File: config.mk
export PLATFORM = sky130hd
export DESIGN_NAME = euclidean_distance_engine_core
export DESIGN_NICKNAME = d
export VERILOG_FILES = /design/src/design/edc_pkg.sv /design/src/design/edc_lane.sv /design/src/design/edc_accum.sv /design/src/design/edc_root.sv /design/src/design/euclidean_distance_engine_core.sv
export SDC_FILE = /design/constraint.sdc
export NUM_CORES = 2
export LEC_CHECK = 0
export BUFFER_PORTS_ARGS = -buffer_cell sky130_fd_sc_hd__clkbuf_2
export CORE_ASPECT_RATIO = 1.25
export CORE_MARGIN = 1.5
export CORE_UTILIZATION = 55
export DETAILED_ROUTE_END_ITERATION = 10
export GPL_ROUTABILITY_DRIVEN = 0
export PLACE_DENSITY_LB_ADDON = 0.2
export SYNTH_ARGS = -nofsm -noshare
export SYNTH_HDL_FRONTEND = slang
export SYNTH_HIERARCHICAL = 1
export SYNTH_SLANG_ARGS = --single-unit
File: constraint.sdc
create_clock -name clk_i -period 5.75 [get_ports clk_i]
set_clock_uncertainty 0.05 [all_clocks]
set_input_delay 0.2875 -clock clk_i [delete_from_list [all_inputs] [get_ports clk_i]]
set_output_delay 0.2875 -clock clk_i [all_outputs]
set_load 0.03 [all_outputs]
File: src/design/edc_pkg.sv
package edc_pkg;

  localparam int unsigned Lanes       = 4;
  localparam int unsigned ElementBits = 16;
  localparam int unsigned FieldW      = 64;
  localparam int unsigned CountW      = 3;
  localparam int unsigned AccW        = 48;
  localparam int unsigned RootW       = AccW / 2;
  localparam int unsigned DiffW       = ElementBits + 1;
  localparam int unsigned SqW         = 2 * ElementBits + 1;
  localparam int unsigned SumW        = SqW + $clog2(Lanes);
  localparam int unsigned PadW        = (Lanes * ElementBits > FieldW) ?
                                        Lanes * ElementBits : FieldW;

  typedef struct packed {
    logic [FieldW-1:0] first_lanes;
    logic [FieldW-1:0] second_lanes;
    logic [CountW-1:0] lane_count;
    logic              last_chunk;
  } in_t;

  typedef struct packed {
    logic [RootW-1:0] distance;
    logic [AccW-1:0]  squared_sum;
    logic             saturated;
  } out_t;

  typedef logic [SqW-1:0] square_t;

  typedef struct packed {
    logic            load;
    logic [AccW-1:0] total;
    logic            sat;
  } root_load_t;

endpackage

File: src/design/edc_lane.sv
module edc_lane import edc_pkg::*; (
  input  logic                   clk_i,
  input  logic                   load_i,
  input  logic [ElementBits-1:0] a_i,
  input  logic [ElementBits-1:0] b_i,
  input  logic                   active_i,
  output square_t                square_o
);

  logic signed [DiffW-1:0] diff;
  logic [DiffW-1:0]        mag;
  logic [2*DiffW-1:0]      prod;
  square_t                 square_d, square_q;

  assign diff = $signed({a_i[ElementBits-1], a_i}) - $signed({b_i[ElementBits-1], b_i});
  assign mag  = diff[DiffW-1] ? unsigned'(DiffW'(-diff)) : unsigned'(diff);
  assign prod = mag * mag;

  assign square_d = active_i ? prod[SqW-1:0] : '0;

  always_ff @(posedge clk_i) begin
    if (load_i) begin
      square_q <= square_d;
    end
  end

  assign square_o = square_q;

endmodule

File: src/design/edc_accum.sv
module edc_accum import edc_pkg::*; (
  input  logic                 clk_i,
  input  logic                 rst_ni,
  input  logic                 valid_i,
  input  logic                 last_i,
  input  square_t [Lanes-1:0]  squares_i,
  output root_load_t           load_o
);

  logic [SumW-1:0] sum;
  logic [AccW:0]   total;
  logic [AccW-1:0] clamped;
  logic            sat_now;
  logic [AccW-1:0] acc_d, acc_q;
  logic            sat_d, sat_q;

  always_comb begin
    sum = '0;
    for (int unsigned i = 0; i < Lanes; i++) begin
      sum = sum + SumW'(squares_i[i]);
    end
  end

  assign total   = (AccW+1)'(acc_q) + (AccW+1)'(sum);
  assign clamped = total[AccW] ? '1 : total[AccW-1:0];
  assign sat_now = sat_q | total[AccW];

  always_comb begin
    acc_d = acc_q;
    sat_d = sat_q;
    if (valid_i) begin
      if (last_i) begin
        acc_d = '0;
        sat_d = 1'b0;
      end else begin
        acc_d = clamped;
        sat_d = sat_now;
      end
    end
  end

  always_ff @(posedge clk_i or negedge rst_ni) begin
    if (!rst_ni) begin
      acc_q <= '0;
      sat_q <= 1'b0;
    end else begin
      acc_q <= acc_d;
      sat_q <= sat_d;
    end
  end

  assign load_o.load  = valid_i & last_i;
  assign load_o.total = clamped;
  assign load_o.sat   = sat_now;

endmodule

File: src/design/edc_root.sv
module edc_root import edc_pkg::*; (
  input  logic       clk_i,
  input  logic       rst_ni,
  input  root_load_t load_i,
  output logic       idle_o,
  output logic       out_valid_o,
  input  logic       out_ready_i,
  output out_t       out_o
);

  localparam int unsigned RemW = RootW + 3;
  localparam int unsigned CntW = $clog2(RootW);

  typedef enum logic [2:0] {
    StIdle = 3'b001,
    StRun  = 3'b010,
    StDone = 3'b100
  } root_state_e;

  root_state_e     state_d, state_q;
  logic [CntW-1:0] cnt_d, cnt_q;
  logic [AccW-1:0] x_d, x_q;
  logic [RemW-1:0] rem_d, rem_q;
  logic [RootW-1:0] root_d, root_q;
  logic [AccW-1:0] sum_d, sum_q;
  logic            sat_d, sat_q;
  logic            out_valid_d, out_valid_q;
  out_t            out_d, out_q;
  logic [RemW-1:0] rem_sh, trial;

  assign rem_sh = {rem_q[RemW-3:0], x_q[AccW-1 -: 2]};
  assign trial  = RemW'({root_q, 2'b01});

  always_comb begin
    state_d     = state_q;
    cnt_d       = cnt_q;
    x_d         = x_q;
    rem_d       = rem_q;
    root_d      = root_q;
    sum_d       = sum_q;
    sat_d       = sat_q;
    out_d       = out_q;
    out_valid_d = out_valid_q & ~out_ready_i;
    case (state_q)
      StIdle: begin
        if (load_i.load) begin
          x_d     = load_i.total;
          sum_d   = load_i.total;
          sat_d   = load_i.sat;
          rem_d   = '0;
          root_d  = '0;
          cnt_d   = '0;
          state_d = StRun;
        end
      end
      StRun: begin
        x_d = {x_q[AccW-3:0], 2'b00};
        if (rem_sh >= trial) begin
          rem_d  = rem_sh - trial;
          root_d = {root_q[RootW-2:0], 1'b1};
        end else begin
          rem_d  = rem_sh;
          root_d = {root_q[RootW-2:0], 1'b0};
        end
        if (cnt_q == CntW'(RootW - 1)) begin
          state_d = StDone;
        end else begin
          cnt_d = cnt_q + 1'b1;
        end
      end
      StDone: begin
        if (!out_valid_q || out_ready_i) begin
          out_d.distance    = root_q;
          out_d.squared_sum = sum_q;
          out_d.saturated   = sat_q;
          out_valid_d       = 1'b1;
          state_d           = StIdle;
        end
      end
      default: begin
        state_d = StIdle;
      end
    endcase
  end

  always_ff @(posedge clk_i or negedge rst_ni) begin
    if (!rst_ni) begin
      state_q     <= StIdle;
      cnt_q       <= '0;
      out_valid_q <= 1'b0;
    end else begin
      state_q     <= state_d;
      cnt_q       <= cnt_d;
      out_valid_q <= out_valid_d;
    end
  end

  always_ff @(posedge clk_i) begin
    x_q    <= x_d;
    rem_q  <= rem_d;
    root_q <= root_d;
    sum_q  <= sum_d;
    sat_q  <= sat_d;
    out_q  <= out_d;
  end

  assign idle_o      = (state_q == StIdle);
  assign out_valid_o = out_valid_q;
  assign out_o       = out_q;

endmodule

File: src/design/euclidean_distance_engine_core.sv
// Euclidean distance engine: takes two vectors as a stream of chunks of four signed Q8.8
// element pairs, squares the lane differences in four parallel lanes, merges them into a
// saturating 48-bit sum of squares and, on the chunk marked last, returns floor(sqrt) of
// the total as Q16.8 together with the total and its saturation flag. Ordinary chunks are
// taken one per cycle. A last chunk closes the pair: the block then takes no item until the
// square-root unit, which resolves one result bit per cycle, has moved its result into the
// output register, where a finished result waits while new chunks stream in.
module euclidean_distance_engine_core import edc_pkg::*; (
  input  logic clk_i,
  input  logic rst_ni,
  input  logic in_valid_i,
  output logic in_ready_o,
  input  in_t  in_i,
  output logic out_valid_o,
  input  logic out_ready_i,
  output out_t out_o
);

  logic                accept;
  logic [PadW-1:0]     first_pad, second_pad;
  square_t [Lanes-1:0] squares;
  logic                s1_valid_q, s1_last_q;
  root_load_t          root_load;
  logic                root_idle;

  assign accept     = in_valid_i & in_ready_o;
  assign in_ready_o = root_idle & ~(s1_valid_q & s1_last_q);
  assign first_pad  = PadW'(in_i.first_lanes);
  assign second_pad = PadW'(in_i.second_lanes);

  for (genvar g = 0; g < Lanes; g++) begin : g_lane
    edc_lane u_lane (
      .clk_i    (clk_i),
      .load_i   (accept),
      .a_i      (first_pad[g*ElementBits +: ElementBits]),
      .b_i      (second_pad[g*ElementBits +: ElementBits]),
      .active_i (in_i.lane_count > CountW'(g)),
      .square_o (squares[g])
    );
  end

  always_ff @(posedge clk_i or negedge rst_ni) begin
    if (!rst_ni) begin
      s1_valid_q <= 1'b0;
      s1_last_q  <= 1'b0;
    end else begin
      s1_valid_q <= accept;
      s1_last_q  <= accept & in_i.last_chunk;
    end
  end

  edc_accum u_accum (
    .clk_i     (clk_i),
    .rst_ni    (rst_ni),
    .valid_i   (s1_valid_q),
    .last_i    (s1_last_q),
    .squares_i (squares),
    .load_o    (root_load)
  );

  edc_root u_root (
    .clk_i       (clk_i),
    .rst_ni      (rst_ni),
    .load_i      (root_load),
    .idle_o      (root_idle),
    .out_valid_o (out_valid_o),
    .out_ready_i (out_ready_i),
    .out_o       (out_o)
  );

endmodule

==> impl_metrics.py <==
metrics = {
    "clock_tree": {
        "cts_tree": "yes",
        "cts.sinks": 407,
        "cts_buffers": 39,
        "htreeDepth": 2,
        "clock_latency_ns": 0.56,
        "path_clk_slew_ns": 0.06,
        "cts_buffer_depth": 3,
        "clockRootBuffer": "clkbuf_16",
    },
    "floorplanning": {
        "core_area_sq_mm": 0.1071,
        "ios": 211,
        "start_util_pct": 55.64,
        "fp.dieW_microns": 297.5,
        "fp.dieH_microns": 371.1,
        "die-area_sq_mm": 0.1104,
        "row_count": 134,
    },
    "layout": {
        "final_nets": 9405,
        "antenna_cells": 0,
        "layout.cells.most_common": "inv_1",
        "area_growth_pct": 32.56,
        "final-seq-area_sq_mm": 0.01192,
        "fin_cells": 9316,
        "drive_above_1_share_pct": 32.87,
        "final_cell_mix": "inv_1 (1,340), buf_4 (1,222), fa_1 (818), nand2_1 (510), ha_1 (456)",
        "fillers": 7378,
        "multi_input_area_sq_mm": 0.04601,
    },
    "yosys": {
        "ys.flop_type": "edfxtp_1",
        "synth_cells": 6376,
        "synth_top_area_share_pct": 29.15,
        "syn_avg_cell_area_sq_um": 9.349,
        "synth_area_leaders": "fa_1 (29%), edfxtp_1 (17%), ha_1 (11%)",
        "synthArstFlopShare_pct": 14.74,
        "synthesis.area_sq_mm": 0.05961,
        "ys_types": 141,
        "synth_edf_count": 347,
        "yosysTopAreaCell": "fa_1",
        "ys.warnings.count": 6,
        "yosysSeqAreaShare_pct": 20.00,
        "ys_ff_latch": 407,
    },
    "timing": {
        "rsz0062_at_grt": "yes",
        "whs_ns": 0.05302,
        "worst_pin_slew_ns": 1.111,
        "setup_slack_ns": -2.204,
        "timing.fmax_ghz": 0.1257,
        "report.final.slew_viol_count": 0,
        "final-hold-violation-count": 0,
        "final.min_clock_period_ns": 7.954,
        "setup_viol": 103,
        "setup-tns-final_ns": -149.82,
        "finalCritPeriodShare_pct": 138.3,
        "timing.slew.headroom_pct": 25.84,
    },
    "place": {
        "portBuffers": 210,
        "dp_cells": 9050,
        "dp_hpwl_mm": 127.7,
    },
    "critical_path": {
        "r2r-start": "g_lane[0].u_lane/square_o[25]",
        "end_kind": "flop",
        "crit_start": "in_i[68]",
        "critPathRequiredTime_ns": 5.98,
        "crit_path_top_delay_cell": "fa_1",
        "crit_type": "in2reg",
        "critPathLaunchType": "input pin",
        "crit_path_frequent_cell": "fa_1",
        "worstPathMaxFanout": 6,
        "cpPeakStageDelay_ns": 0.55,
        "critPathArrivalTime_ns": 8.19,
    },
    "detailed_routing": {
        "vias": 49200,
        "antenna_left": 0,
        "route.detailed.drc": 0,
        "wl_mm": 157.6,
        "dr.first_iter.drc_count": 2780,
        "drt_first_pass_iters": 7,
        "wire_per_inst_microns": 16.92,
        "via_per_inst": 5.282,
    },
    "outcome": {
        "outcome": "finished with violations",
        "violations": "negative setup slack",
    },
    "flow_run": {
        "drv_cap": 0,
    },
    "grt": {
        "antenna_found_initial": 1,
        "grt.overflow.total": 0,
        "grt_pass1_wl_mm": 255.4,
        "grt_use_total_pct": 28.50,
        "first_global_vias": 52400,
        "grt_start_max_net_pins": 94,
    },
    "hold_path": {
        "hold_start": "out_ready_i",
        "hp-class": "in2reg",
    },
}
worst max-delay path, delay by kind of cell:
kind	cells	cell delay, ns
buffers and inverters	9	0.81
XOR/XNOR	2	0.45
adder cells (fa/ha/maj)	9	3.59
AO/OA/AOI/OAI	9	1.61
AND/OR/NAND/NOR	8	1.42
synth_stat cells, types with 74 or more instances:
cell type  number
xnor2_1       159
a21o_1         82
inv_1        1450
edfxtp_1      347
and2_1         77
nand2b_1       90
nand3_1        74
nand2_1       610
a21oi_1       220
fa_1          868
ha_1          543
o21ai_0       142
xor2_1        102
nor2_1        502
clkbuf_1      100
registers in the layout, indices dropped and copies added, names as in the netlist:
| signal | flops |
|---|---|
| u_root/rem_q | 25 |
| u_root/sum_q | 48 |
| u_root/cnt_q | 5 |
| u_accum/acc_q | 48 |
| u_accum/sat_q | 1 |
| u_root/out_o | 73 |
| s1_last_q | 1 |
| u_root/root_q | 24 |
| u_root/out_valid_o | 1 |
| g_lane.u_lane/square_o | 128 |
| u_root/sat_q | 1 |
| u_root/state_q | 3 |
| s1_valid_q | 1 |
| u_root/x_q | 48 |
logic make-up after synthesis:
family / share of synthesized area (%)
xor+xnor: 4.383
simple gates: 13.74
other cells: 0.05038
compound gates: 10.17
fa+ha+maj: 40.55
mux: 0.2896
flops: 20.00
buf+inv: 10.81
per-stage QoR:
| stage | util, % | instance area, sq um | setup slack (ns) |
|---|---|---|---|
| 2_1_floorplan | - | 62700 | -2.358 |
| 3_3_place_gp | 68.43 | 73310 | -3.079 |
| 3_5_place_dp | 68.43 | 73310 | -3.099 |
| 4_1_cts | 72.04 | 77180 | -2.121 |
| 5_1_grt | 73.76 | 79020 | -2.423 |
| 6_report | 73.76 | 79020 | -2.204 |
worst paths after layout:
kind	end	slack [ns]	cells past startpoint
max	g_lane[0].u_lane/square_o[24]	-2.20	37
min	u_root/state_q[2]	0.05	4
max reg2reg	u_root/x_q[29]	0.51	19
min reg2reg	u_root/out_o[30]	0.37	0
max in group asynchronous	u_accum/acc_q[0]	4.72	3
min in group asynchronous	u_root/cnt_q[0]	0.38	3
layout make-up:
class                           count  share of cell area (%)
Clock buffer                       51                   1.346
Clock inverter                     20                  0.3768
Sequential cell                   407                   15.09
Multi-Input combinational cell   4348                   58.22
Tap cell                         1428                   2.261
Timing Repair inverter              1                0.009500
Inverter                         1486                   7.255
Timing Repair Buffer             1575                   15.44
metal layers:
layer | share of wire (%) | vias up | track usage [%]
li1 | - | 23130 | -
met1 | 38 | 24350 | 34.48
met2 | 53 | 1376 | 52.51
met3 | 4.8 | 346 | 2.765
met4 | 4.1 | 2 | 10.50
met5 | 0.0082 | - | 0
timing repair:
item / 4_1_cts / 5_1_grt
hold buffers: 3 / 0
gates cloned: 4 / 1
pin swaps: 307 / 226
buffers inserted: 127 / 69
endpoints found under the hold margin: 60 / 0
endpoints found under the setup margin: 105 / 106
resized for setup: 314 / 307
Power is left out: the tool's default activity adds up to more than one toggle a clock period on the data nets, which glitch-free logic cannot reach.
